$ cat config.mk
export PLATFORM = sky130hd
export DESIGN_NAME = wcta_mult
export DESIGN_NICKNAME = d
export VERILOG_FILES = /design/src/sv/assert_macros.svh /design/src/sv/wcta_pkg.sv /design/src/sv/wcta_mult.sv
export SDC_FILE = /design/constraint.sdc
export NUM_CORES = 2
export LEC_CHECK = 0
export ABC_AREA = 1
export ABC_CLOCK_PERIOD_IN_PS = 7900
export BUFFER_PORTS_ARGS = -buffer_cell sky130_fd_sc_hd__buf_2
export CORE_MARGIN = 2
export CORE_UTILIZATION = 30
export DETAILED_ROUTE_END_ITERATION = 7
export GPL_TIMING_DRIVEN = 0
export PLACE_DENSITY = 0.49
export SETUP_SLACK_MARGIN = 0.05
export SLEW_MARGIN = 10
export SYNTH_ARGS = -nofsm -noshare
export SYNTH_HDL_FRONTEND = slang
export SYNTH_SLANG_ARGS = --single-unit
$ cat constraint.sdc
create_clock -name clk -period 7.9 [get_ports clk]
set_clock_uncertainty 0.2 [all_clocks]
set_input_delay 0.395 -clock clk [delete_from_list [all_inputs] [get_ports clk]]
set_output_delay 0.395 -clock clk [all_outputs]
set_load 0.01 [all_outputs]
$ cat src/sv/assert_macros.svh
// ----------------------------------------------------------------------------
// Assertion macros
// Shared concurrent assertion forms. Defining ASSERT_OFF empties them all.
// ----------------------------------------------------------------------------
`ifndef ASSERT_MACROS_SVH
`define ASSERT_MACROS_SVH
`ifndef ASSERT_OFF
// Consequent must hold in the same cycle as the antecedent.
`define ASSERT_IMPLIES(label, clk, rst_n, ante, cons) \
    label: assert property (@(posedge clk) disable iff (!rst_n) (ante) |-> (cons)) \
        else $error("same-cycle implication failed");
// Consequent must hold in the cycle after the antecedent.
`define ASSERT_NEXT(label, clk, rst_n, ante, cons) \
    label: assert property (@(posedge clk) disable iff (!rst_n) (ante) |=> (cons)) \
        else $error("next-cycle implication failed");
`else
`define ASSERT_IMPLIES(label, clk, rst_n, ante, cons)
`define ASSERT_NEXT(label, clk, rst_n, ante, cons)
`endif
`endif

$ cat src/sv/wcta_pkg.sv
// ----------------------------------------------------------------------------
// wcta_pkg
// Types, constants and helper functions of the two-stage Wolff cluster block.
// ----------------------------------------------------------------------------
package wcta_pkg;

    localparam int WCTA_SIDE = 32;
    localparam int OUT_W     = 15;
    localparam int D_W       = 19;
    localparam int ACC_W     = 40;
    localparam int MUL_A_W   = 29;
    localparam int MUL_B_W   = 19;
    localparam int PROD_W    = MUL_A_W + MUL_B_W;
    localparam longint unsigned EXP_STEP = 64'd4034748382;

    typedef enum logic [2:0] {
        CFG_ADD_PROB    = 3'd0,
        CFG_COUPLING_1  = 3'd1,
        CFG_COUPLING_2  = 3'd2,
        CFG_COUPLING_3  = 3'd3,
        CFG_TRIPLE      = 3'd4,
        CFG_INV_TEMP    = 3'd5,
        CFG_ORDER       = 3'd6
    } cfg_index_t;

    typedef struct packed {
        logic [15:0] add_probability;
        logic [15:0] coupling_first;
        logic [15:0] coupling_second;
        logic [15:0] coupling_third;
        logic [15:0] triple_coupling;
        logic [15:0] inverse_temperature;
        logic [1:0]  coupling_order;
    } cfg_t;

    typedef struct packed {
        logic spin_we;
        logic spin_wd;
        logic trial_we;
        logic trial_wd;
        logic stack_we;
    } mem_ctl_t;

    typedef enum logic [4:0] {
        ST_CLEAR,
        ST_IDLE,
        ST_RAND,
        ST_SEED,
        ST_COPY,
        ST_PUSH0,
        ST_NB_RD,
        ST_NB_CHK,
        ST_POP,
        ST_POP_WAIT,
        ST_SUM,
        ST_MAC,
        ST_MAC_ACC,
        ST_SCALE,
        ST_TEST,
        ST_FINAL
    } state_t;

    typedef logic [15:0] exp_table_t [256];

    function automatic logic [31:0] xorshift32(input logic [31:0] s);
        logic [31:0] x;
        x = s ^ (s << 13);
        x = x ^ (x >> 17);
        x = x ^ (x << 5);
        return x;
    endfunction

    // exp(-i/16) in Q0.16, built by repeated multiplication with a Q0.32 step.
    function automatic exp_table_t build_exp_table();
        exp_table_t  tbl;
        logic [95:0] e;
        logic [95:0] r;
        e = 96'd1 << 32;
        for (int i = 0; i < 256; i++)
        begin
            r = (e + 96'h8000) >> 16;
            tbl[i] = (r > 96'd65535) ? 16'hFFFF : r[15:0];
            e = (e * 96'(EXP_STEP) + (96'd1 << 31)) >> 32;
        end
        return tbl;
    endfunction

    localparam exp_table_t EXP_TABLE = build_exp_table();

endpackage

$ cat src/sv/wcta_mult.sv
// ----------------------------------------------------------------------------
// wcta_mult
// Shared signed multiplier with a registered product.
// ----------------------------------------------------------------------------
module wcta_mult
    import wcta_pkg::*;
(
    input  logic                      clk,
    input  logic signed [MUL_A_W-1:0] mul_a,
    input  logic signed [MUL_B_W-1:0] mul_b,
    output logic signed [PROD_W-1:0]  mul_p
);

    always_ff @(posedge clk)
    begin
        mul_p <= PROD_W'(mul_a) * PROD_W'(mul_b);
    end

endmodule

Word-level counts from Yosys, hierarchy flattened --
Cells that the tools add are included.
Storage, ports and cells: input bits 49, output and inout bits 48, register bits 48, word-level logic and storage cells 2
Cells by class: $mul 1
Operators by type and width (count):
- multiplier 29 x 19 -> 48 bit | 1

Depth between registers and ports, before layout --
depth after elaboration 1, mapped depth 28, gate-level depth less buffers 26

Least setup slack after synthesis --
OpenSTA, ideal clock, no wires.
path kind input port to flip-flop, start point input port mul_a[28], end point register mul_p[43], stages on the path 25, library setup time 0.113 ns, path buffers 2, arrival time 5.956 ns, data required time 7.587 ns, setup slack 1.631 ns, cells stage by stage clkbuf_1 clkbuf_1 nand2_1 inv_1 fa_1 fa_1 fa_1 inv_1 fa_1 inv_1 fa_1 inv_1 fa_1 inv_1 ha_1 ha_1 nand2_1 nor2_1 nand2_1 nor2_1 nand2_1 o21ai_0 nor2_1 nand4_1 nand2_1
On the way: cells in the longest elaborated chain, start to end 1
Ends and longest elaborated chain:
- start, declared | RTL line wcta_mult.sv:9 | input logic signed [MUL_A_W-1:0] mul_a,
- multiplier 29 x 19 -> 48 bit | RTL line wcta_mult.sv:16 | mul_p <= PROD_W'(mul_a) * PROD_W'(mul_b);
- end signal, assigned | RTL line wcta_mult.sv:16
- end, declared | RTL line wcta_mult.sv:11 | output logic signed [PROD_W-1:0] mul_p
Every way passes these cells.

Worst setup path after layout --
start point input port mul_b[8], end point register mul_p[41]
On the way: cells in the longest elaborated chain, start to end 1
Ends and longest elaborated chain:
- start, declared | RTL line wcta_mult.sv:10 | input logic signed [MUL_B_W-1:0] mul_b,
- multiplier 29 x 19 -> 48 bit | RTL line wcta_mult.sv:16
Every way passes these cells.

==> run_results.csv <==
group,metric,value,unit
outcome,status,"completed",
synth,syn_nets,3585,
cts,numClockSinks,48,
drt,drt.antenna.violating_nets,0,
floorplanning,dieArea,0.07543,mm^2
cells_and_area,layoutNonFillerInstCount,3881,
drt,avgViaCountPerCell,4.429,
setup_path,path_cells,"clkbuf_1, clkbuf_1, nand2_1, fa_1, inv_1, fa_1, fa_1, fa_1, fa_1, inv_1, fa_1, inv_1, ha_1, ha_1, nand2_1, nor2_1, nand2_1, nor2_1, nand4_1, nand4_1, nand2_1",
sta,timing.setup.tns,0,ns
setup_path,critPathCaptureType,"register",
sta,count_of_endpoints_failing_setup_in_the_final_report,0,
synth,synth.distinct_cells,30,
global_route,grt_first_pass_wirelength,109600,um
cells_and_area,leading_registers_by_flop_count,"mul_p x48",
global_route,global_route.peak_usage_layer,"met2",
synth,postSynthRegisterBits,48,
worst_hold_path,min_path_cells,3,
sta,tightestPinTransition,1.134,ns
cts,postCtsSetupBuffers,0,
cts,clock_tree.htree_level_count,2,
floorplanning,design.core.area,0.07271,mm^2
worst_hold_path,worstHoldStart,"mul_a[0]",
setup_path,worst-path-max-fanout,10,
drt,first_pass_iters,5,
place,preCtsSetupSlack,0.1554,ns
setup_path,worstPathArrival,7.40,ns
place,placement.io_buffers,49,
global_route,global_route.usage.met1,0.2500,
place,place.gp.congestion,0.9337,
global_route,grt_overflow,0,
setup_path,critPathRequiredTime,7.89,ns
global_route,grt_util_met3,0.03474,
setup_path,cpMaxStageDelayCell,"sky130_fd_sc_hd__clkbuf_1",
sta,setup_repair_after_global_routing_missed_its_margin,"no",
global_route,grt_max_degree,17,
place,placed_cells_incl_taps,3872,
run,maximum_capacitance_violations,0,
sta,slack_of_the_critical_path,0.4872,ns
floorplanning,die_height,274.6,um
cts,cts-root-buf,"sky130_fd_sc_hd__clkbuf_16",
cts,clk_pin_slew,0.07,ns
cts,tritoncts.num_buffers,5,
global_route,grt_antenna_before_repair,2,
global_route,grtUsageTotal,0.1981,
sta,layout_worst_path_cycle_share,0.9383,
sta,max-slew-margin-rel,0.2441,
cts,clock_tree_from_tritoncts,"done",
cells_and_area,design.final.nets,3641,
setup_path,critical_path.startpoint_type,"input pin",
cells_and_area,area_taken_by_multi_input_logic_gates,0.01722,mm^2
cells_and_area,top_register,"mul_p",
cts,hold_buffers,0,
setup_path,path_class,"in -> reg",
cells_and_area,fillCellCount,7934,
synth,postSynthCellCount,2864,
drt,post_drt_wl_per_cell,18.60,um
sta,achievable-frequency,134.9,MHz
worst_hold_path,hold_class,"in -> reg",
cts,clock_tree.buffer_depth,2,
worst_hold_path,whs_endpoint,"mul_p[0]",
floorplanning,placementRows,99,
sta,final_max_slew_viol_count,0,
global_route,global_route.usage.met2,0.3417,
cells_and_area,areaGrowthSynthToFinish,7.476,%
sta,post-route-min-period,7.413,ns
floorplanning,io_pins,97,
setup_path,path_common_cell,"sky130_fd_sc_hd__fa_1",
drt,remaining_drc_errors,0,
global_route,first_global_vias,18050,
place,dp.final_hpwl,61910,um
cts,cts-resized-gates,0,
synth,ys_warn_count,0,
floorplanning,die_x,274.6,um
drt,route.final.wire_length,72180,um
drt,via_count,17190,
drt,drt_first_iter_violations,1101,
cells_and_area,share_of_layout_cells_above_drive_strength_1,0.03971,
synth,seq_area_frac_synth,0.04373,
sta,timing_hold_violations_final,0,
floorplanning,floorplan.initialDensity,0.3022,
cells_and_area,largest_register_ff_count,48,
cells_and_area,layout.area.seq,960.9,um^2
synth,mappedNetlistArea,0.02197,mm^2
synth,synth_area_per_cell,7.673,um^2
setup_path,max_stage_delay,0.76,ns
==> worst max-delay path by stage <==
stage,start,to,slack (ns),cells past startpoint
after global placement,mul_b[7],mul_p[41],0.13,21
after floorplan,mul_a[28],mul_p[43],1.63,25
after CTS,mul_b[7],mul_p[41],0.47,21
after global routing,mul_b[8],mul_p[45],0.13,21
final,mul_b[8],mul_p[41],0.49,21
after detailed placement,mul_b[7],mul_p[41],0.16,21
==> layer usage <==
| layer | wire length (um) | up-vias | part of all wire |
|---|---|---|---|
| li1 | - | 7986 | - |
| met1 | 28890 | 8616 | 0.40 |
| met2 | 35720 | 484 | 0.49 |
| met3 | 4762 | 101 | 0.066 |
| met4 | 2789 | 2 | 0.039 |
| met5 | 13 | - | 0.00018 |
==> cells by family (layout without fill, tap and decap cells) <==
| logic type | after synthesis | in the layout | share of synthesized area |
|---|---|---|---|
| and+or+nand+nor | 1050 | 1050 | 0.1918 |
| buffers and inverters | 1012 | 1069 | 0.1729 |
| adders and majority gates | 672 | 672 | 0.5668 |
| AOI/OAI and AO/OA | 56 | 56 | 0.01446 |
| DFF | 48 | 48 | 0.04373 |
| xor gates and xnor gates | 26 | 26 | 0.01036 |
| other | 0 | 1 | 0 |
==> cells in the final DEF (no fill, tap or decap), types with 2 or more instances in the layout <==
cell and count:
sky130_fd_sc_hd__a21oi_1 35, sky130_fd_sc_hd__a21oi_2 3, sky130_fd_sc_hd__buf_1 27, sky130_fd_sc_hd__buf_2 49, sky130_fd_sc_hd__bufinv_16 2, sky130_fd_sc_hd__clkbuf_1 87
sky130_fd_sc_hd__clkbuf_16 5, sky130_fd_sc_hd__dfxtp_1 48, sky130_fd_sc_hd__fa_1 539, sky130_fd_sc_hd__ha_1 133, sky130_fd_sc_hd__inv_1 893, sky130_fd_sc_hd__inv_2 3
sky130_fd_sc_hd__nand2_1 854, sky130_fd_sc_hd__nand2_2 19, sky130_fd_sc_hd__nand3_1 41, sky130_fd_sc_hd__nand3_2 6, sky130_fd_sc_hd__nand3b_1 2, sky130_fd_sc_hd__nand4_1 13
sky130_fd_sc_hd__nor2_1 87, sky130_fd_sc_hd__nor2_2 12, sky130_fd_sc_hd__nor2_4 4, sky130_fd_sc_hd__nor3_1 2, sky130_fd_sc_hd__o21ai_0 12, sky130_fd_sc_hd__o21bai_1 4
sky130_fd_sc_hd__or2_2 7, sky130_fd_sc_hd__xnor2_1 3, sky130_fd_sc_hd__xor2_1 23
==> critical path: cells and delay by family <==
kind,cells,cell delay (ns)
adders and majority gates,8,4.06
buffers and inverters,5,1.47
and+or+nand+nor,8,1.46
==> cells in the mapped netlist <==
master / instances / area (um^2)
sky130_fd_sc_hd__nand4_1: 13 / 81.33
sky130_fd_sc_hd__buf_1: 28 / 105.1
sky130_fd_sc_hd__and2_2: 1 / 7.510
sky130_fd_sc_hd__dfxtp_1: 48 / 960.9
sky130_fd_sc_hd__nand3b_1: 2 / 15.01
sky130_fd_sc_hd__nor2_2: 12 / 75.07
sky130_fd_sc_hd__o21ai_0: 12 / 60.06
sky130_fd_sc_hd__a21o_1: 1 / 7.510
sky130_fd_sc_hd__xnor2_1: 3 / 26.28
sky130_fd_sc_hd__nand2_2: 19 / 118.9
sky130_fd_sc_hd__or2_2: 7 / 43.79
sky130_fd_sc_hd__fa_1: 539 / 10790
sky130_fd_sc_hd__ha_1: 133 / 1664
sky130_fd_sc_hd__clkbuf_1: 87 / 326.6
sky130_fd_sc_hd__nor2_1: 87 / 326.6
sky130_fd_sc_hd__nor3_1: 2 / 10.01
sky130_fd_sc_hd__nand2_1: 854 / 3206
sky130_fd_sc_hd__inv_1: 893 / 3352
sky130_fd_sc_hd__nand3_1: 41 / 205.2
sky130_fd_sc_hd__inv_2: 3 / 11.26
sky130_fd_sc_hd__nor2_4: 4 / 45.04
sky130_fd_sc_hd__xor2_1: 23 / 201.4
sky130_fd_sc_hd__nor3_2: 1 / 10.01
sky130_fd_sc_hd__clkinv_1: 1 / 3.750
sky130_fd_sc_hd__nand3_2: 6 / 60.06
sky130_fd_sc_hd__o21bai_1: 4 / 30.03
sky130_fd_sc_hd__a21oi_2: 3 / 26.28
sky130_fd_sc_hd__a21oi_1: 35 / 175.2
sky130_fd_sc_hd__nand2_4: 1 / 11.26
sky130_fd_sc_hd__o21bai_4: 1 / 18.77
==> final cells by class <==
class | instances | area share
sequential | 48 | 0.04069
inverter | 897 | 0.1426
buffer | 115 | 0.01833
tap | 959 | 0.05081
multi-input combinational | 1804 | 0.7289
timing repair buffer | 49 | 0.01038
clock buffer | 5 | 0.005298
clock inverter | 3 | 0.002914
antenna | 1 | 0.0001060
==> through the flow <==
stage / utilization / area, um^2 / hold slack, ns
after floorplan: - / 21970 / 0.4990
after global placement: 0.3221 / 23420 / 0.5880
after detailed placement: 0.3221 / 23420 / 0.5884
after CTS: 0.3248 / 23610 / 0.3582
after global routing: 0.3248 / 23620 / 0.3924
final: 0.3248 / 23620 / 0.3735
Power is not shown: default switching activity piles up to over one toggle a cycle in this logic, so the estimate is an artifact.
