<file path="src/sv/assert_macros.svh">
// ----------------------------------------------------------------------------
// Assertion macros
// Shared concurrent assertion forms. Defining ASSERT_OFF empties them all.
// ----------------------------------------------------------------------------
`ifndef ASSERT_MACROS_SVH
`define ASSERT_MACROS_SVH
`ifndef ASSERT_OFF
// Consequent must hold in the same cycle as the antecedent.
`define ASSERT_IMPLIES(label, clk, rst_n, ante, cons) \
    label: assert property (@(posedge clk) disable iff (!rst_n) (ante) |-> (cons)) \
        else $error("same-cycle implication failed");
// Consequent must hold in the cycle after the antecedent.
`define ASSERT_NEXT(label, clk, rst_n, ante, cons) \
    label: assert property (@(posedge clk) disable iff (!rst_n) (ante) |=> (cons)) \
        else $error("next-cycle implication failed");
`else
`define ASSERT_IMPLIES(label, clk, rst_n, ante, cons)
`define ASSERT_NEXT(label, clk, rst_n, ante, cons)
`endif
`endif

</file>
<file path="src/sv/wcta_pkg.sv">
// ----------------------------------------------------------------------------
// wcta_pkg
// Types, constants and helper functions of the two-stage Wolff cluster block.
// ----------------------------------------------------------------------------
package wcta_pkg;

    localparam int WCTA_SIDE = 32;
    localparam int OUT_W     = 15;
    localparam int D_W       = 19;
    localparam int ACC_W     = 40;
    localparam int MUL_A_W   = 29;
    localparam int MUL_B_W   = 19;
    localparam int PROD_W    = MUL_A_W + MUL_B_W;
    localparam longint unsigned EXP_STEP = 64'd4034748382;

    typedef enum logic [2:0] {
        CFG_ADD_PROB    = 3'd0,
        CFG_COUPLING_1  = 3'd1,
        CFG_COUPLING_2  = 3'd2,
        CFG_COUPLING_3  = 3'd3,
        CFG_TRIPLE      = 3'd4,
        CFG_INV_TEMP    = 3'd5,
        CFG_ORDER       = 3'd6
    } cfg_index_t;

    typedef struct packed {
        logic [15:0] add_probability;
        logic [15:0] coupling_first;
        logic [15:0] coupling_second;
        logic [15:0] coupling_third;
        logic [15:0] triple_coupling;
        logic [15:0] inverse_temperature;
        logic [1:0]  coupling_order;
    } cfg_t;

    typedef struct packed {
        logic spin_we;
        logic spin_wd;
        logic trial_we;
        logic trial_wd;
        logic stack_we;
    } mem_ctl_t;

    typedef enum logic [4:0] {
        ST_CLEAR,
        ST_IDLE,
        ST_RAND,
        ST_SEED,
        ST_COPY,
        ST_PUSH0,
        ST_NB_RD,
        ST_NB_CHK,
        ST_POP,
        ST_POP_WAIT,
        ST_SUM,
        ST_MAC,
        ST_MAC_ACC,
        ST_SCALE,
        ST_TEST,
        ST_FINAL
    } state_t;

    typedef logic [15:0] exp_table_t [256];

    function automatic logic [31:0] xorshift32(input logic [31:0] s);
        logic [31:0] x;
        x = s ^ (s << 13);
        x = x ^ (x >> 17);
        x = x ^ (x << 5);
        return x;
    endfunction

    // exp(-i/16) in Q0.16, built by repeated multiplication with a Q0.32 step.
    function automatic exp_table_t build_exp_table();
        exp_table_t  tbl;
        logic [95:0] e;
        logic [95:0] r;
        e = 96'd1 << 32;
        for (int i = 0; i < 256; i++)
        begin
            r = (e + 96'h8000) >> 16;
            tbl[i] = (r > 96'd65535) ? 16'hFFFF : r[15:0];
            e = (e * 96'(EXP_STEP) + (96'd1 << 31)) >> 32;
        end
        return tbl;
    endfunction

    localparam exp_table_t EXP_TABLE = build_exp_table();

endpackage

</file>
<file path="src/sv/wcta_ctrl.sv">
// ----------------------------------------------------------------------------
// wcta_ctrl
// Sequencer: lattice sweeps, cluster growth, energy sums and accept stages.
// ----------------------------------------------------------------------------
`include "assert_macros.svh"

module wcta_ctrl
    import wcta_pkg::*;
#(
    parameter int SIDE = WCTA_SIDE,
    localparam int RW = $clog2(SIDE),
    localparam int AW = 2 * RW
)
(
    input  logic                      clk,
    input  logic                      rst_n,
    input  logic                      start,
    input  logic                      mode,
    input  logic [31:0]               random_seed,
    input  cfg_t                      cfg,
    output logic                      busy,
    output logic                      done,
    output logic                      accepted,
    output logic [OUT_W-1:0]          cluster_size,
    output logic [OUT_W-1:0]          abs_magnetization,
    output mem_ctl_t                  mem_ctl,
    output logic [AW-1:0]             spin_ra,
    output logic [AW-1:0]             spin_wa,
    output logic [AW-1:0]             trial_ra,
    output logic [AW-1:0]             trial_wa,
    output logic [AW-1:0]             stack_ra,
    output logic [AW-1:0]             stack_wa,
    output logic [AW-1:0]             stack_wd,
    input  logic                      spin_rd,
    input  logic                      trial_rd,
    input  logic [AW-1:0]             stack_rd,
    output logic signed [MUL_A_W-1:0] mul_a,
    output logic signed [MUL_B_W-1:0] mul_b,
    input  logic signed [PROD_W-1:0]  mul_p
);

    localparam int NSITES = SIDE * SIDE;
    localparam int CW     = $clog2(NSITES + 1);
    localparam logic [RW-1:0] LAST = RW'(SIDE - 1);
    localparam logic [ACC_W-1:0] X_LIMIT = ACC_W'(1) << 28;

    function automatic logic [RW-1:0] inc1(input logic [RW-1:0] x);
        return (x == LAST) ? '0 : x + 1'b1;
    endfunction

    function automatic logic [RW-1:0] dec1(input logic [RW-1:0] x);
        return (x == '0) ? LAST : x - 1'b1;
    endfunction

    // v*a + v*b for spins coded as 1 = -1.
    function automatic logic signed [3:0] psum(input logic v, input logic a, input logic b);
        logic [1:0] n;
        n = {1'b0, v ^ a} + {1'b0, v ^ b};
        return 4'sd2 - $signed({1'b0, n, 1'b0});
    endfunction

    function automatic logic [OUT_W-1:0] mag_of(input logic [CW-1:0] c);
        logic signed [CW+1:0] m;
        m = $signed({1'b0, c, 1'b0}) - (CW+2)'(NSITES);
        if (m < 0)
        begin
            m = -m;
        end
        return OUT_W'(m);
    endfunction

    state_t                  state_reg, state_next;
    logic [RW-1:0]           row_reg, row_next, col_reg, col_next;
    logic                    issue_reg, issue_next, pend_reg, pend_next;
    logic [AW-1:0]           pend_addr_reg, pend_addr_next;
    logic [31:0]             gen_reg, gen_next;
    logic                    mode_reg, mode_next;
    logic [RW-1:0]           cur_row_reg, cur_row_next, cur_col_reg, cur_col_next;
    logic                    old_reg, old_next;
    logic [CW-1:0]           top_reg, top_next, sp_reg, sp_next;
    logic [1:0]              nb_idx_reg, nb_idx_next;
    logic [2:0]              phase_reg, phase_next;
    logic                    sa_reg [7];
    logic                    ta_reg [7];
    logic                    sa_next [7];
    logic                    ta_next [7];
    logic signed [D_W-1:0]   d0_reg, d0_next, d1_reg, d1_next;
    logic signed [D_W-1:0]   d2_reg, d2_next, d3_reg, d3_next;
    logic [2:0]              tix_reg, tix_next;
    logic                    stage_reg, stage_next;
    logic signed [ACC_W-1:0] acc_reg, acc_next;
    logic                    keep_reg, keep_next;
    logic [CW-1:0]           cnt_reg, cnt_next;
    logic                    done_reg, done_next, accepted_reg, accepted_next;
    logic [OUT_W-1:0]        size_reg, size_next, mag_reg, mag_next;

    logic [31:0]             gen_step;
    logic [15:0]             u;
    logic                    last_pos;
    logic                    sweep_done;
    logic [AW-1:0]           sweep_addr;
    logic [AW-1:0]           nb_addr;
    logic [AW-1:0]           sum_addr;
    logic                    join_site;
    logic [CW-1:0]           top_after;
    logic [CW-1:0]           sp_inc;
    logic                    grow_end;
    logic [1:0]              n_eff;
    logic signed [MUL_A_W-1:0] coef;
    logic signed [MUL_B_W-1:0] dsel;
    logic                    neg;
    logic [2:0]              last_tix;
    logic                    nonpos;
    logic [MUL_A_W-1:0]      ec;
    logic                    x_pass;
    logic [16+AW:0]          seed_prod;
    logic                    va [7];
    logic                    vt [7];
    logic signed [3:0]       c1, c2, c3, c0;

    assign gen_step   = xorshift32(gen_reg);
    assign u          = gen_step[31:16];
    assign last_pos   = (row_reg == LAST) && (col_reg == LAST);
    assign sweep_done = !issue_reg && !pend_reg;
    assign sweep_addr = {row_reg, col_reg};
    assign seed_prod  = (17 + AW)'(u) * (17 + AW)'(NSITES);

    always_comb
    begin
        unique case (nb_idx_reg)
            2'd0:    nb_addr = {dec1(cur_row_reg), cur_col_reg};
            2'd1:    nb_addr = {inc1(cur_row_reg), cur_col_reg};
            2'd2:    nb_addr = {cur_row_reg, dec1(cur_col_reg)};
            default: nb_addr = {cur_row_reg, inc1(cur_col_reg)};
        endcase
    end

    // Offsets of the seven sites that one site's energy terms touch.
    always_comb
    begin
        unique case (phase_reg)
            3'd1:    sum_addr = {inc1(row_reg), col_reg};
            3'd2:    sum_addr = {row_reg, inc1(col_reg)};
            3'd3:    sum_addr = {inc1(row_reg), inc1(col_reg)};
            3'd4:    sum_addr = {dec1(row_reg), inc1(col_reg)};
            3'd5:    sum_addr = {inc1(inc1(row_reg)), col_reg};
            3'd6:    sum_addr = {row_reg, inc1(inc1(col_reg))};
            default: sum_addr = {row_reg, col_reg};
        endcase
    end

    assign join_site = (trial_rd == old_reg) && (u < cfg.add_probability);
    assign top_after = join_site ? top_reg + 1'b1 : top_reg;
    assign sp_inc    = sp_reg + 1'b1;
    assign grow_end  = sp_inc > top_after;

    // Term list of the two energy sums, one product per step.
    always_comb
    begin
        n_eff    = (cfg.coupling_order == 2'd0) ? 2'd1 : cfg.coupling_order;
        coef     = '0;
        dsel     = '0;
        neg      = 1'b0;
        last_tix = stage_reg ? 3'd4 : 3'd1;
        unique case ({stage_reg, tix_reg})
            4'b0_000:
            begin
                coef = (n_eff >= 2'd2) ? MUL_A_W'($signed(cfg.coupling_second)) : '0;
                dsel = MUL_B_W'(d2_reg);
                neg  = 1'b1;
            end
            4'b0_001:
            begin
                coef = (n_eff == 2'd3) ? MUL_A_W'($signed(cfg.coupling_third)) : '0;
                dsel = MUL_B_W'(d3_reg);
                neg  = 1'b1;
            end
            4'b1_000:
            begin
                coef = MUL_A_W'(4096);
                dsel = MUL_B_W'(d1_reg);
                neg  = 1'b1;
            end
            4'b1_001:
            begin
                coef = MUL_A_W'($signed(cfg.triple_coupling));
                dsel = MUL_B_W'(d0_reg);
                neg  = 1'b1;
            end
            4'b1_010:
            begin
                coef = MUL_A_W'($signed(cfg.coupling_first));
                dsel = MUL_B_W'(d1_reg);
            end
            4'b1_011:
            begin
                coef = (n_eff >= 2'd2) ? MUL_A_W'($signed(cfg.coupling_second)) : '0;
                dsel = MUL_B_W'(d2_reg);
            end
            4'b1_100:
            begin
                coef = (n_eff == 2'd3) ? MUL_A_W'($signed(cfg.coupling_third)) : '0;
                dsel = MUL_B_W'(d3_reg);
            end
            default:
            begin
                coef = '0;
                dsel = '0;
            end
        endcase
    end

    // An energy at or above 2^28 already gives x >= 16 for any nonzero beta.
    assign nonpos = acc_reg[ACC_W-1] || (acc_reg == '0) || (cfg.inverse_temperature == '0);
    assign ec     = ($unsigned(acc_reg) >= X_LIMIT) ? MUL_A_W'(X_LIMIT)
                                                    : MUL_A_W'(acc_reg[27:0]);
    assign x_pass = (mul_p < PROD_W'(X_LIMIT)) && (u < EXP_TABLE[mul_p[27:20]]);

    always_comb
    begin
        if (state_reg == ST_SCALE)
        begin
            mul_a = $signed(ec);
            mul_b = $signed(MUL_B_W'(cfg.inverse_temperature));
        end
        else
        begin
            mul_a = coef;
            mul_b = dsel;
        end
    end

    always_comb
    begin
        for (int i = 0; i < 6; i++)
        begin
            va[i] = sa_reg[i];
            vt[i] = ta_reg[i];
        end
        va[6] = spin_rd;
        vt[6] = trial_rd;
        c1 = psum(vt[0], vt[1], vt[2]) - psum(va[0], va[1], va[2]);
        c2 = psum(vt[0], vt[4], vt[3]) - psum(va[0], va[4], va[3]);
        c3 = psum(vt[0], vt[5], vt[6]) - psum(va[0], va[5], va[6]);
        c0 = ((vt[0] ^ vt[1] ^ vt[2] ^ vt[3]) ? -4'sd1 : 4'sd1)
           - ((va[0] ^ va[1] ^ va[2] ^ va[3]) ? -4'sd1 : 4'sd1);
    end

    // Next state.
    always_comb
    begin
        state_next = state_reg;
        unique case (state_reg)
            ST_CLEAR:    if (last_pos) state_next = ST_IDLE;
            ST_IDLE:     if (start) state_next = mode ? ST_SEED : ST_RAND;
            ST_RAND:     if (last_pos) state_next = ST_IDLE;
            ST_SEED:     state_next = ST_COPY;
            ST_COPY:     if (sweep_done) state_next = ST_PUSH0;
            ST_PUSH0:    state_next = ST_NB_RD;
            ST_NB_RD:    state_next = ST_NB_CHK;
            ST_NB_CHK:
            begin
                if (nb_idx_reg == 2'd3)
                begin
                    state_next = grow_end ? ST_SUM : ST_POP;
                end
                else
                begin
                    state_next = ST_NB_RD;
                end
            end
            ST_POP:      state_next = ST_POP_WAIT;
            ST_POP_WAIT: state_next = ST_NB_RD;
            ST_SUM:      if (phase_reg == 3'd7 && last_pos) state_next = ST_MAC;
            ST_MAC:      state_next = ST_MAC_ACC;
            ST_MAC_ACC:  state_next = (tix_reg == last_tix) ? ST_SCALE : ST_MAC;
            ST_SCALE:
            begin
                if (!nonpos)
                begin
                    state_next = ST_TEST;
                end
                else
                begin
                    state_next = stage_reg ? ST_FINAL : ST_MAC;
                end
            end
            ST_TEST:     state_next = (x_pass && !stage_reg) ? ST_MAC : ST_FINAL;
            ST_FINAL:    if (sweep_done) state_next = ST_IDLE;
            default:     state_next = ST_IDLE;
        endcase
    end

    // Datapath and memory control.
    always_comb
    begin
        row_next       = row_reg;
        col_next       = col_reg;
        issue_next     = issue_reg;
        pend_next      = pend_reg;
        pend_addr_next = pend_addr_reg;
        gen_next       = gen_reg;
        mode_next      = mode_reg;
        cur_row_next   = cur_row_reg;
        cur_col_next   = cur_col_reg;
        old_next       = old_reg;
        top_next       = top_reg;
        sp_next        = sp_reg;
        nb_idx_next    = nb_idx_reg;
        phase_next     = phase_reg;
        sa_next        = sa_reg;
        ta_next        = ta_reg;
        d0_next        = d0_reg;
        d1_next        = d1_reg;
        d2_next        = d2_reg;
        d3_next        = d3_reg;
        tix_next       = tix_reg;
        stage_next     = stage_reg;
        acc_next       = acc_reg;
        keep_next      = keep_reg;
        cnt_next       = cnt_reg;
        done_next      = 1'b0;
        accepted_next  = accepted_reg;
        size_next      = size_reg;
        mag_next       = mag_reg;
        mem_ctl        = '0;
        spin_ra        = sweep_addr;
        spin_wa        = sweep_addr;
        trial_ra       = sweep_addr;
        trial_wa       = pend_addr_reg;
        stack_ra       = sp_reg[AW-1:0];
        stack_wa       = '0;
        stack_wd       = {cur_row_reg, cur_col_reg};

        unique case (state_reg)
            ST_CLEAR:
            begin
                mem_ctl.spin_we = 1'b1;
                mem_ctl.spin_wd = 1'b0;
                col_next = (col_reg == LAST) ? '0 : col_reg + 1'b1;
                row_next = (col_reg == LAST) ? row_reg + 1'b1 : row_reg;
            end
            ST_IDLE:
            begin
                if (start)
                begin
                    gen_next  = (random_seed == '0) ? 32'd1 : random_seed;
                    mode_next = mode;
                    row_next  = '0;
                    col_next  = '0;
                    cnt_next  = '0;
                end
            end
            ST_RAND:
            begin
                gen_next        = gen_step;
                mem_ctl.spin_we = 1'b1;
                mem_ctl.spin_wd = u[15];
                cnt_next        = cnt_reg + CW'(!u[15]);
                col_next = (col_reg == LAST) ? '0 : col_reg + 1'b1;
                row_next = (col_reg == LAST) ? row_reg + 1'b1 : row_reg;
                if (last_pos)
                begin
                    done_next     = 1'b1;
                    accepted_next = 1'b1;
                    size_next     = '0;
                    mag_next      = mag_of(cnt_next);
                end
            end
            ST_SEED:
            begin
                // The seed index is row-major, so its upper bits are the row.
                gen_next     = gen_step;
                cur_row_next = seed_prod[16 + RW +: RW];
                cur_col_next = seed_prod[16 +: RW];
                row_next     = '0;
                col_next     = '0;
                issue_next   = 1'b1;
                pend_next    = 1'b0;
            end
            ST_COPY:
            begin
                if (issue_reg)
                begin
                    pend_next      = 1'b1;
                    pend_addr_next = sweep_addr;
                    issue_next     = !last_pos;
                    col_next = (col_reg == LAST) ? '0 : col_reg + 1'b1;
                    row_next = (col_reg == LAST) ? row_reg + 1'b1 : row_reg;
                end
                else
                begin
                    pend_next = 1'b0;
                end
                if (pend_reg)
                begin
                    mem_ctl.trial_we = 1'b1;
                    mem_ctl.trial_wd = spin_rd;
                    if (pend_addr_reg == {cur_row_reg, cur_col_reg})
                    begin
                        old_next = spin_rd;
                    end
                end
            end
            ST_PUSH0:
            begin
                mem_ctl.stack_we = 1'b1;
                stack_wa         = '0;
                mem_ctl.trial_we = 1'b1;
                mem_ctl.trial_wd = !old_reg;
                trial_wa         = {cur_row_reg, cur_col_reg};
                top_next         = '0;
                sp_next          = '0;
                nb_idx_next      = '0;
            end
            ST_NB_RD:
            begin
                trial_ra = nb_addr;
            end
            ST_NB_CHK:
            begin
                if (trial_rd == old_reg)
                begin
                    gen_next = gen_step;
                end
                if (join_site)
                begin
                    top_next         = top_after;
                    mem_ctl.stack_we = 1'b1;
                    stack_wa         = top_after[AW-1:0];
                    stack_wd         = nb_addr;
                    mem_ctl.trial_we = 1'b1;
                    mem_ctl.trial_wd = !old_reg;
                    trial_wa         = nb_addr;
                end
                nb_idx_next = nb_idx_reg + 1'b1;
                if (nb_idx_reg == 2'd3)
                begin
                    sp_next = sp_inc;
                    if (grow_end)
                    begin
                        row_next   = '0;
                        col_next   = '0;
                        phase_next = '0;
                        d0_next    = '0;
                        d1_next    = '0;
                        d2_next    = '0;
                        d3_next    = '0;
                    end
                end
            end
            ST_POP:
            begin
                stack_ra = sp_reg[AW-1:0];
            end
            ST_POP_WAIT:
            begin
                cur_row_next = stack_rd[AW-1:RW];
                cur_col_next = stack_rd[RW-1:0];
            end
            ST_SUM:
            begin
                spin_ra  = sum_addr;
                trial_ra = sum_addr;
                if (phase_reg != 3'd0)
                begin
                    sa_next[3'(phase_reg - 3'd1)] = spin_rd;
                    ta_next[3'(phase_reg - 3'd1)] = trial_rd;
                end
                phase_next = phase_reg + 1'b1;
                if (phase_reg == 3'd7)
                begin
                    d0_next  = d0_reg + D_W'(c0);
                    d1_next  = d1_reg + D_W'(c1);
                    d2_next  = d2_reg + D_W'(c2);
                    d3_next  = d3_reg + D_W'(c3);
                    col_next = (col_reg == LAST) ? '0 : col_reg + 1'b1;
                    row_next = (col_reg == LAST) ? row_reg + 1'b1 : row_reg;
                    if (last_pos)
                    begin
                        tix_next   = '0;
                        stage_next = 1'b0;
                        acc_next   = '0;
                    end
                end
            end
            ST_MAC:
            begin
            end
            ST_MAC_ACC:
            begin
                acc_next = neg ? acc_reg - ACC_W'(mul_p) : acc_reg + ACC_W'(mul_p);
                tix_next = tix_reg + 1'b1;
            end
            ST_SCALE:
            begin
                if (nonpos)
                begin
                    if (stage_reg)
                    begin
                        keep_next  = 1'b1;
                        row_next   = '0;
                        col_next   = '0;
                        issue_next = 1'b1;
                        pend_next  = 1'b0;
                        cnt_next   = '0;
                    end
                    else
                    begin
                        stage_next = 1'b1;
                        tix_next   = '0;
                        acc_next   = '0;
                    end
                end
            end
            ST_TEST:
            begin
                gen_next = gen_step;
                if (x_pass && !stage_reg)
                begin
                    stage_next = 1'b1;
                    tix_next   = '0;
                    acc_next   = '0;
                end
                else
                begin
                    keep_next  = x_pass;
                    row_next   = '0;
                    col_next   = '0;
                    issue_next = 1'b1;
                    pend_next  = 1'b0;
                    cnt_next   = '0;
                end
            end
            ST_FINAL:
            begin
                trial_ra = sweep_addr;
                spin_wa  = pend_addr_reg;
                if (issue_reg)
                begin
                    pend_next      = 1'b1;
                    pend_addr_next = sweep_addr;
                    issue_next     = !last_pos;
                    col_next = (col_reg == LAST) ? '0 : col_reg + 1'b1;
                    row_next = (col_reg == LAST) ? row_reg + 1'b1 : row_reg;
                end
                else
                begin
                    pend_next = 1'b0;
                end
                if (pend_reg)
                begin
                    mem_ctl.spin_we = 1'b1;
                    mem_ctl.spin_wd = keep_reg ? trial_rd : spin_rd;
                    cnt_next = cnt_reg + CW'(!mem_ctl.spin_wd);
                end
                if (sweep_done)
                begin
                    done_next     = 1'b1;
                    accepted_next = keep_reg;
                    size_next     = OUT_W'(top_reg + 1'b1);
                    mag_next      = mag_of(cnt_reg);
                end
            end
            default:
            begin
            end
        endcase
    end

    always_ff @(posedge clk or negedge rst_n)
    begin
        if (!rst_n)
        begin
            state_reg  <= ST_CLEAR;
            row_reg    <= '0;
            col_reg    <= '0;
            issue_reg  <= 1'b0;
            pend_reg   <= 1'b0;
            gen_reg    <= 32'd1;
            mode_reg   <= 1'b0;
            top_reg    <= '0;
            sp_reg     <= '0;
            nb_idx_reg <= '0;
            phase_reg  <= '0;
            tix_reg    <= '0;
            stage_reg  <= 1'b0;
            done_reg   <= 1'b0;
        end
        else
        begin
            state_reg  <= state_next;
            row_reg    <= row_next;
            col_reg    <= col_next;
            issue_reg  <= issue_next;
            pend_reg   <= pend_next;
            gen_reg    <= gen_next;
            mode_reg   <= mode_next;
            top_reg    <= top_next;
            sp_reg     <= sp_next;
            nb_idx_reg <= nb_idx_next;
            phase_reg  <= phase_next;
            tix_reg    <= tix_next;
            stage_reg  <= stage_next;
            done_reg   <= done_next;
        end
    end

    always_ff @(posedge clk)
    begin
        pend_addr_reg <= pend_addr_next;
        cur_row_reg   <= cur_row_next;
        cur_col_reg   <= cur_col_next;
        old_reg       <= old_next;
        sa_reg        <= sa_next;
        ta_reg        <= ta_next;
        d0_reg        <= d0_next;
        d1_reg        <= d1_next;
        d2_reg        <= d2_next;
        d3_reg        <= d3_next;
        acc_reg       <= acc_next;
        keep_reg      <= keep_next;
        cnt_reg       <= cnt_next;
        accepted_reg  <= accepted_next;
        size_reg      <= size_next;
        mag_reg       <= mag_next;
    end

    assign busy              = (state_reg != ST_IDLE);
    assign done              = done_reg;
    assign accepted          = accepted_reg;
    assign cluster_size      = size_reg;
    assign abs_magnetization = mag_reg;

    `ASSERT_IMPLIES(a_top_in_range, clk, rst_n, 1'b1, top_reg < CW'(NSITES))
    `ASSERT_IMPLIES(a_sp_within_stack, clk, rst_n, state_reg == ST_NB_RD, sp_reg <= top_reg)
    `ASSERT_NEXT(a_done_single, clk, rst_n, done_reg, !done_reg)
    `ASSERT_IMPLIES(a_rand_result, clk, rst_n, done_reg && !mode_reg,
                    accepted_reg && (size_reg == '0))

endmodule

</file>
<file path="config.mk">
export PLATFORM = sky130hd
export DESIGN_NAME = wcta_ctrl
export DESIGN_NICKNAME = d
export VERILOG_FILES = /design/src/sv/wcta_pkg.sv /design/src/sv/wcta_ctrl.sv
export VERILOG_INCLUDE_DIRS = /design/src /design/src/sv
export SDC_FILE = /design/constraint.sdc
export NUM_CORES = 1
export LEC_CHECK = 0
export ABC_AREA = 1
export BUFFER_PORTS_ARGS = -buffer_cell sky130_fd_sc_hd__buf_2
export CAP_MARGIN = 40
export CORE_MARGIN = 5
export CORE_UTILIZATION = 35
export DETAILED_ROUTE_END_ITERATION = 7
export HOLD_SLACK_MARGIN = 0.02
export PLACE_DENSITY = 0.56
export SYNTH_ARGS = -nofsm -noshare
export SYNTH_HDL_FRONTEND = slang
export SYNTH_SLANG_ARGS = --single-unit
</file>
<file path="constraint.sdc">
create_clock -name clk -period 7.7 [get_ports clk]
set_input_delay 0 -clock clk [delete_from_list [all_inputs] [get_ports clk]]
set_output_delay 0 -clock clk [all_outputs]
set_load 0.01 [all_outputs]
</file>
* Word level (Yosys, flattened, before mapping)
Memory sizes are Yosys's and may differ from the RTL's. Index checks and enable logic that the tools add are counted.
Cells by class: add/subtract/negate cells 44, $lt $le $gt $ge 11, eq/ne operators 61, mux-type cells 146, bitwise gates (word level) 21, reduce and logical (&&, ||, !) cells 62
Operators by type and width (count):
- 40-bit 2-to-1 mux | 6
- 40-bit case mux with 4 select lines | 1
- 19-bit case mux with 2 select lines | 4
- 29-bit case mux with 5 select lines | 1
- 19-bit 2-to-1 mux | 7
- 5-bit 2-to-1 mux | 25
- 29-bit 2-to-1 mux | 4
- 32-bit 2-to-1 mux | 3
- 32-bit case mux with 3 select lines | 1
- 11-bit 2-to-1 mux | 8
- 5-bit case mux with 8 select lines | 2
- 19-bit by 4-bit adder with 19-bit output | 4
- 19-bit case mux with 4 select lines | 1
- 10-bit 2-to-1 mux | 7
- 5-bit case mux with 14 select lines | 1
- 32-bit XOR | 2
- 15-bit 2-to-1 mux | 4
- 10-bit case mux with 6 select lines | 1
- 15-bit case mux with 2 select lines | 2
- 11-bit case mux with 5 select lines | 1
- 48-bit by 29-bit < comparator with 1-bit output (second input constant) | 1
- 11-bit case mux with 2 select lines | 2
- 40-bit adder | 1
- 5-bit by 4-bit == test with 1-bit output (second input constant) | 8
- 84 further kinds | 248
Storage, ports and cells: bits in registers 275, memory bits (read-only) 4096, input port bits 194, logic and storage cells 387, memories kept 1
Memory list:
- (name not given) | words 256, bits a word 16, read ports 1, clocked after Yosys merged registers in 0, wr ports 0, line wcta_ctrl.sv:217 | assign x_pass = (mul_p < PROD_W'(X_LIMIT)) && (u < EXP_TABLE[mul_p[27:20]]);

* Longest topological paths before layout
Gate-level depths: netlist of the first run.
word-level depth 10, gate-level depth with buffers 29, depth with buffers taken out 28

* Worst setup path before layout of the first run
Ideal clock, no wire load.
path kind reg2reg, start point register gen_reg[18], end point register d0_reg[10] (enable), library setup time 0.503 ns, arrival 6.708 ns, data required time 7.197 ns, setup slack 0.490 ns, stages on the path, launching flop included 26, buffers on the path 1, period minus slack after synthesis 7.210 ns, cell sequence dfrtp_1 -> xor2_1 -> inv_1 -> or2_2 -> nand2_1 -> inv_1 -> ha_1 -> and3_1 -> nand2_1 -> nor3_1 -> a21boi_4 -> nand2_2 -> inv_2 -> buf_2 -> ha_1 -> inv_1 -> ha_1 -> o21ai_0 -> a21boi_0 -> o21a_1 -> o21a_1 -> o21ai_0 -> nand2_1 -> nand2_1 -> nand3_1 -> nor2_1
On the way: word-level cells in the longest chain between the ends 9
Ends and longest elaborated chain:
- from (decl) | line wcta_ctrl.sv:76 | logic [31:0] gen_reg, gen_next;
- from (signal assigned) | line wcta_ctrl.sv:597 | gen_reg <= gen_next;
- 32-bit XOR | line wcta_pkg.sv:67 | x = s ^ (s << 13);
- 32-bit by 15-bit XOR with 32-bit output | line wcta_pkg.sv:68 | x = x ^ (x >> 17);
- 32-bit XOR | line wcta_pkg.sv:69 | x = x ^ (x << 5);
- 16-bit < comparator | line wcta_ctrl.sv:152 | assign join_site = (trial_rd == old_reg) && (u < cfg.add_probability);
- 1-bit logical AND | line wcta_ctrl.sv:152
- 11-bit 2-to-1 mux | line wcta_ctrl.sv:153 | assign top_after = join_site ? top_reg + 1'b1 : top_reg;
- 11-bit greater-than comparator | line wcta_ctrl.sv:155 | assign grow_end = sp_inc > top_after;
- 2-bit inequality test (no line)
- 4-bit AND reduction (no line)
- to (signal assigned) | line wcta_ctrl.sv:617 | d0_reg <= d0_next;
- to (decl) | line wcta_ctrl.sv:87 | logic signed [D_W-1:0] d0_reg, d0_next, d1_reg, d1_next;
Every way passes these cells. A chain may end at the register's enable or synchronous reset.

* Worst setup path in the final report of the first run
start point register gen_reg[18], end point register d2_reg[17] (enable)
On the way: word-level cells in the longest chain between the ends 9
Ends and longest elaborated chain:
- 32-bit XOR | line wcta_pkg.sv:67
- 32-bit by 15-bit XOR with 32-bit output | line wcta_pkg.sv:68
- 32-bit XOR | line wcta_pkg.sv:69
- 16-bit < comparator | line wcta_ctrl.sv:152
- 1-bit logical AND | line wcta_ctrl.sv:152
- 11-bit 2-to-1 mux | line wcta_ctrl.sv:153
- 11-bit greater-than comparator | line wcta_ctrl.sv:155
- 2-bit inequality test (no line)
- 4-bit AND reduction (no line)
- to (signal assigned) | line wcta_ctrl.sv:619 | d2_reg <= d2_next;
- to (decl) | line wcta_ctrl.sv:88 | logic signed [D_W-1:0] d2_reg, d2_next, d3_reg, d3_next;
Every way passes these cells.

==> impl_metrics.tcl, run 1 <==
set metrics [dict create \
    synth_top_family_by_area "simple AND/OR/NAND/NOR gates" \
    synthTopCellsByCount "nand2_1 (671), inv_1 (443), a21oi_1 (329)" \
    cts_sinks 262 \
    clock_skew_ns 0.0305 \
    synthXorXnorAreaFrac_pct 5.30 \
    grt_pass1_wl_um 144000 \
    synth_edf_count 182 \
    max_freq_mhz 174 \
    critical_path_required_ns 7.93 \
    cts_buffers 37 \
    yosysMostFrequentCell "nand2_1" \
    status "finished clean" \
    netlist_instances 3551 \
    yosys.area_share.simple_pct 22.8 \
    synth_seq_cells 262 \
    drtAntennaViolNets 0 \
    core-area_um2 72700 \
    synth-compound-area-share_pct 21.8 \
    grt_max_degree 75 \
    clk_pin_slew_ns 0.06 \
    grt_pass1_vias 25000 \
    initial_core_util_pct 35.2 \
    yosys.area.top_type "edfxtp_1" \
    grtUsageTotal_pct 22.8 \
    clkPwrFrac_pct 16.6 \
    wire_per_inst_um 19.2 \
    dp_hpwl_um 73000 \
    finalSetupTns_ns 0 \
    cts_tree "yes" \
    synth_adder_area_share_pct 11.4 \
    synth_area_leaders "edfxtp_1 (21%), ha_1 (11%), nand2_1 (9.8%)" \
    io_pins 350 \
    hold_class "primary input to register" \
    cts_buffer_depth 3 \
    die-height_um 280 \
    largest_reg_flops 40 \
    seq_area_frac_synth_pct 29.2 \
    power_density_nw_per_um2 348 \
    cap_violations 0 \
    portBuffers 345 \
    post-route-period-util_pct 74.8 \
    num_rows 99 \
    period_minus_slack_ns 5.76 \
    drt_iter0_drc 2219 \
    dr_wl_met3_um 5470 \
    drive_above_1_share_pct 13.0 \
    routed_wl_um 93900 \
    wl_met1_um 42400 \
    routed.top_layer "met5" \
    synth_warnings 0 \
    p_sw_share_pct 50.8 \
    worstPathArrival_ns 5.99 \
    ctsHtreeMaxLevel 2 \
    synth_ff_type "edfxtp_1" \
    ys_types 80 \
    cts-root-buf "clkbuf_16" \
    report.final.slew_viol_count 0 \
    relSlewSlack_pct 43.8 \
    die_w_um 280 \
    p_leak_uw 0.0138 \
    worstMarginPinSlew_ns 0.843 \
    drt-pass1-iter-count 6 \
    pwr-share-seq_pct 20.8 \
    syn_to_final_growth_pct 16.9 \
    endpoint_kind "register" \
    drc_errors 0 \
    vias 26200 \
    vdd_drop_max_uv 277 \
    critPathMaxFanout 51 \
    p_comb_share_pct 62.6 \
    net-switching-power_uw 5290 \
    startpoint_type "register" \
    holdWs_ns 0.0843 \
    hold_viol 0 \
    gp_congestion 0.980 \
    globalRouteOverflowTotal 0 \
    synth_top_cell_area_share_pct 21.4 \
    viasPerCell 5.37 \
    setup_viol 0 \
    final_nets 4321 \
    p_int_uw 5120 \
    syn_area_per_cell_um2 7.20 \
    clk_latency_ns 0.56 \
    antenna_found_initial 3 \
    wl_met2_um 43200 \
    rsz0062_at_grt "false" \
    path_class "register to register" \
    die_area_um2 78600 \
    cts-resized-gates 0 \
    muxShareOfSynthArea_pct 0.372 \
    async_flop_share_pct 30.5 \
    syn-cell-area_um2 25600 \
]
==> logic make-up after synthesis <==
logic type	after synthesis
other	1
DFF	262
and+or+nand+nor	1353
muxes	9
buffers and inverters	579
adders and majority gates	231
xor gates and xnor gates	154
AOI/OAI and AO/OA	962
==> area by class of cell <==
type	instances	area, um^2
Clock buffer	43	991
Multi-Input combinational cell	2713	15800
Antenna cell	2	5.00
Inverter	458	1730
Clock inverter	21	209
Tap cell	959	1200
Timing Repair Buffer	424	2490
Fill cell	7558	42800
Sequential cell	262	7470
==> placed cells by master (no fill, tap or decap), types with 7 or more instances in the layout <==
cell	n
and2_1	7
or2_2	7
clkinv_2	8
nor3_1	50
inv_2	7
inv_1	443
o211ai_1	25
clkbuf_16	39
nand3_1	170
buf_2	344
dlygate4sd3_1	48
o2111ai_1	8
o22ai_1	43
edfxtp_1	182
xnor2_1	57
ha_1	226
nor2_2	12
a21oi_1	329
a22oi_1	8
buf_4	28
a22o_1	16
clkinv_1	11
a31oi_1	37
o21ai_1	22
nand2_2	8
nor4_1	32
nand4_1	36
nand2_1	671
a21boi_0	8
o21ai_0	325
dfrtp_1	79
xor2_1	96
o31ai_1	22
o21a_1	27
o21bai_1	9
a211oi_1	9
a221oi_1	30
nor2_1	325
==> metrics by stage <==
step / std cells / setup WS, ns / cell area (um^2) / total power (uW) / utilization [%]
global placement: 4760 / 1.88 / 28100 / 8540 / 38.7
CTS: 4880 / 1.95 / 29900 / 10400 / 41.1
global route: 4881 / 1.46 / 29900 / 11300 / 41.1
floorplan: 3554 / 0.490 / 25600 / 6650 / -
detailed placement: 4767 / 1.95 / 28200 / 8590 / 38.8
finish: 4882 / 1.94 / 29900 / 10400 / 41.1
==> worst paths after layout <==
| check | startpoint | to | slack (ns) | cells after the start |
|---|---|---|---|---|
| worst max-delay path | gen_reg[18]$_DFFE_PN0P_ | d2_reg[17]$_SDFFCE_PN0P_ | 1.94 | 26 |
| worst min-delay path | mul_p[39] | acc_reg[39]$_SDFFCE_PN0P_ | 0.08 | 4 |
| worst max register to register | gen_reg[18]$_DFFE_PN0P_ | d2_reg[17]$_SDFFCE_PN0P_ | 1.94 | 26 |
| worst min register to register | col_reg[3]$_DFFE_PN0P_ | pend_addr_reg[3]$_DFFE_PP_ | 0.48 | 0 |
| max in group asynchronous | rst_n | gen_reg[8]$_DFFE_PN0P_ | 6.43 | 4 |
| min in group asynchronous | rst_n | top_reg[5]$_DFFE_PN0P_ | 0.51 | 4 |
==> worst max-delay path: stages (launching register included) <==
cell and delay (ns):
dfrtp_1 0.41, xor2_1 0.25, inv_1 0.08, or2_2 0.27, nand2_1 0.24, inv_1 0.15, ha_1 0.34, and3_1 0.22
nand2_1 0.07, nor3_1 0.29, a21boi_4 0.12, nand2_2 0.27, inv_2 0.21, ha_1 0.34, inv_1 0.04, ha_1 0.16
o21ai_0 0.17, a21boi_0 0.11, o21a_1 0.18, o21a_1 0.16, o21ai_0 0.14, nand2_1 0.15, nand2_1 0.13, nand3_1 0.17
nor2_4 0.11, buf_4 0.30, buf_16 0.30
==> routing by layer <==
| layer | up-vias | track usage [%] |
|---|---|---|
| met5 | - | 0 |
| met4 | 2 | 6.40 |
| met3 | 165 | 3.03 |
| met2 | 873 | 37.3 |
| met1 | 12200 | 31.7 |
| li1 | 13000 | - |
==> repair_timing <==
item	4_1_cts	5_1_grt
endpoints found under the hold margin	91	0
hold buffers	49	0
buffers inserted	0	0
==> power by group through the flow <==
stage / Sequential, uW / Combinational [uW] / Clock [uW]
6_report: 2160 / 6520 / 1730
5_1_grt: 2200 / 7260 / 1830
4_1_cts: 2150 / 6470 / 1780
3_5_place_dp: 2180 / 6410 / 0
3_3_place_gp: 2180 / 6370 / 0
2_1_floorplan: 2070 / 4590 / 0
Power figures use the tool's default switching activity.
==> run 2, diff against run 1 <==
--- a/config.mk
+++ b/config.mk
@@ -13,7 +13,7 @@
 export CORE_UTILIZATION = 35
 export DETAILED_ROUTE_END_ITERATION = 7
 export HOLD_SLACK_MARGIN = 0.02
-export PLACE_DENSITY = 0.56
+export PLACE_DENSITY = 0.54
 export SYNTH_ARGS = -nofsm -noshare
 export SYNTH_HDL_FRONTEND = slang
 export SYNTH_SLANG_ARGS = --single-unit
==> constraint.sdc (replaced) <==
create_clock -name clk -period 5.35 [get_ports clk]
set_input_delay 0 -clock clk [delete_from_list [all_inputs] [get_ports clk]]
set_output_delay 0 -clock clk [all_outputs]
set_load 0.01 [all_outputs]
==> run 2 against run 1 <==
Compared with the run above: sequential power is 44% higher; cell area increased by 0.94%; critical path depth unchanged; clock-buffer cell count grew 14; clock skew decreased by 0.0049 ns; sequential share of layout area fell by 0.23 points; sequential cell count did not move; cell count increased by 0.78%; critical path type unchanged; largest power group unchanged; highest routed layer is now met4.
==> impl_metrics.tcl, run 2 (synthesis results as in run 1) <==
set metrics [dict create \
    viasPerCell 5.35 \
    final_common_cell "nand2_1" \
    antenna_found_initial 2 \
    period_minus_slack_ns 4.91 \
    drc_errors 0 \
    clock_skew_ns 0.0256 \
    initial_core_util_pct 35.2 \
    globalRouteOverflowTotal 0 \
    dp_hpwl_um 74600 \
    pre_cts_ws_ns 0.0570 \
    path_class "register to register" \
    largest_reg_flops 40 \
    finalPower_uw 15200 \
    relSlewSlack_pct 43.5 \
    max_freq_mhz 204 \
    critPathMaxFanout 20 \
    cap_violations 0 \
    grt_pass1_vias 25100 \
    dp_cells 4790 \
    cts_sinks 262 \
    net-switching-power_uw 7700 \
    worst_slack_ns 0.443 \
    grt_max_degree 73 \
    power_density_nw_per_um2 502 \
    p_leak_uw 0.0140 \
    p_sw_share_pct 50.8 \
    io_pins 350 \
    cts_tree "yes" \
    clk_pin_slew_ns 0.06 \
    postLayoutCellArea_um2 30200 \
    place_area_um2 28400 \
    vias 26300 \
    min_to "acc_reg[39]$_SDFFCE_PN0P_" \
    setup_viol 0 \
    num_rows 99 \
    drtAntennaViolNets 0 \
    ctsHtreeMaxLevel 2 \
    finalNonFillerCells 4920 \
    report.final.slew_viol_count 0 \
    cts_buffers 38 \
    r2r_cells 26 \
    drt_iter0_drc 2305 \
    wire_per_inst_um 19.4 \
    die-height_um 280 \
    worstMarginPinSlew_ns 0.848 \
    grt_pass1_wl_um 145000 \
    cts-root-buf "clkbuf_16" \
    vdd_drop_max_uv 347 \
    gp_congestion 0.974 \
    die_area_um2 78600 \
    portBuffers 345 \
    startpoint_type "register" \
    finalSetupTns_ns 0 \
    worstPathArrival_ns 5.16 \
    worstReg2RegEnd "d0_reg[15]$_SDFFCE_PN0P_" \
    grtUsageTotal_pct 23.1 \
    pwr-share-seq_pct 20.5 \
    drive_above_1_share_pct 13.6 \
    rr_startpoint "gen_reg[18]$_DFFE_PN0P_" \
    post-route-period-util_pct 91.7 \
    critical_path_required_ns 5.61 \
    syn_to_final_growth_pct 18.0 \
    clkPwrFrac_pct 15.9 \
    cts_buffer_depth 3 \
    p_int_uw 7450 \
    die_w_um 280 \
    routed_wl_um 95300 \
    drt-pass1-iter-count 7 \
    hold_class "primary input to register" \
    rsz0062_at_grt "false" \
    status "finished clean" \
    p_comb_share_pct 63.6 \
    whs_path_depth 4 \
    endpoint_kind "register" \
    final_nets 4351 \
    r2r_setup_slack_ns 0.44 \
    core-area_um2 72700 \
    hold_viol 0 \
    worstHoldStart "mul_p[39]" \
    clk_latency_ns 0.57 \
    mostFrequentLayoutCells "nand2_1 (671), inv_1 (443), buf_2 (345), a21oi_1 (329)" \
]
[run 2: power groups by stage]
| stage | Sequential (uW) | Clock (uW) | Combinational, uW |
|---|---|---|---|
| after CTS | 3100 | 2490 | 9580 |
| after floorplan | 2980 | 0 | 6600 |
| final | 3110 | 2410 | 9630 |
| after global placement | 3140 | 0 | 9460 |
| after detailed placement | 3140 | 0 | 9490 |
| after global routing | 3170 | 2560 | 10800 |
[run 2: final cells by class]
type | instances | area (um^2)
diodes | 6 | 15.0
clock buffers | 57 | 1080
clock inverters | 12 | 80.1
fillers | 7628 | 42500
inverters | 458 | 1730
multi-input cells | 2713 | 15900
flip-flops and latches | 262 | 7470
well taps | 959 | 1200
repair buffers | 453 | 2760
[run 2: worst max-delay path by stage]
stage / start / end / slack (ns) / cells after the start
global route: gen_reg[18]$_DFFE_PN0P_ / d0_reg[15]$_SDFFCE_PN0P_ / 0.02 / 26
floorplan: gen_reg[18]$_DFFE_PN0P_ / d0_reg[10]$_SDFFCE_PN0P_ / 0.12 / 25
CTS: gen_reg[18]$_DFFE_PN0P_ / d2_reg[17]$_SDFFCE_PN0P_ / 0.04 / 25
global placement: gen_reg[18]$_DFFE_PN0P_ / d2_reg[17]$_SDFFCE_PN0P_ / 0.17 / 25
detailed placement: gen_reg[18]$_DFFE_PN0P_ / d3_reg[17]$_SDFFCE_PN0P_ / 0.06 / 25
finish: gen_reg[18]$_DFFE_PN0P_ / d0_reg[15]$_SDFFCE_PN0P_ / 0.44 / 26
[run 2: through the flow]
step | hold slack [ns] | utilization, %
floorplan | -0.296 | -
global placement | 0.00818 | 39.0
detailed placement | 0.00935 | 39.0
CTS | 0.0565 | 41.3
global route | 0.0819 | 41.5
finish | 0.0769 | 41.5
[run 2: critical path, cell delays in order, from the launching register on]
cell      delay [ns]
dfrtp_1         0.41
xor2_1          0.22
inv_1           0.08
or2_2           0.27
nand2_1         0.11
inv_1           0.09
ha_1            0.31
and3_1          0.23
nand2_1         0.08
nor3_2          0.19
a21boi_4        0.11
nand2_4         0.19
inv_6           0.10
ha_1            0.30
inv_1           0.05
ha_1            0.16
o21ai_0         0.15
a21boi_0        0.11
o21a_1          0.17
o21a_1          0.16
o21ai_0         0.14
nand2_1         0.15
nand2_1         0.15
nand3_2         0.14
nor2_4          0.19
buf_12          0.14
buf_8           0.19
[run 2: repair_timing]
action	in CTS	in global routing
buffers inserted	0	1
hold endpoints to repair	89	0
setup endpoints to repair	0	72
gates resized for setup	0	13
hold buffers	50	0
[run 2: routing by layer]
| metal | part of all wire, % | global-route usage (%) |
|---|---|---|
| met1 | 45 | 32.3 |
| met3 | 6.1 | 2.96 |
| met4 | 2.9 | 6.58 |
| met5 | 0 | 0 |
| met2 | 46 | 37.7 |
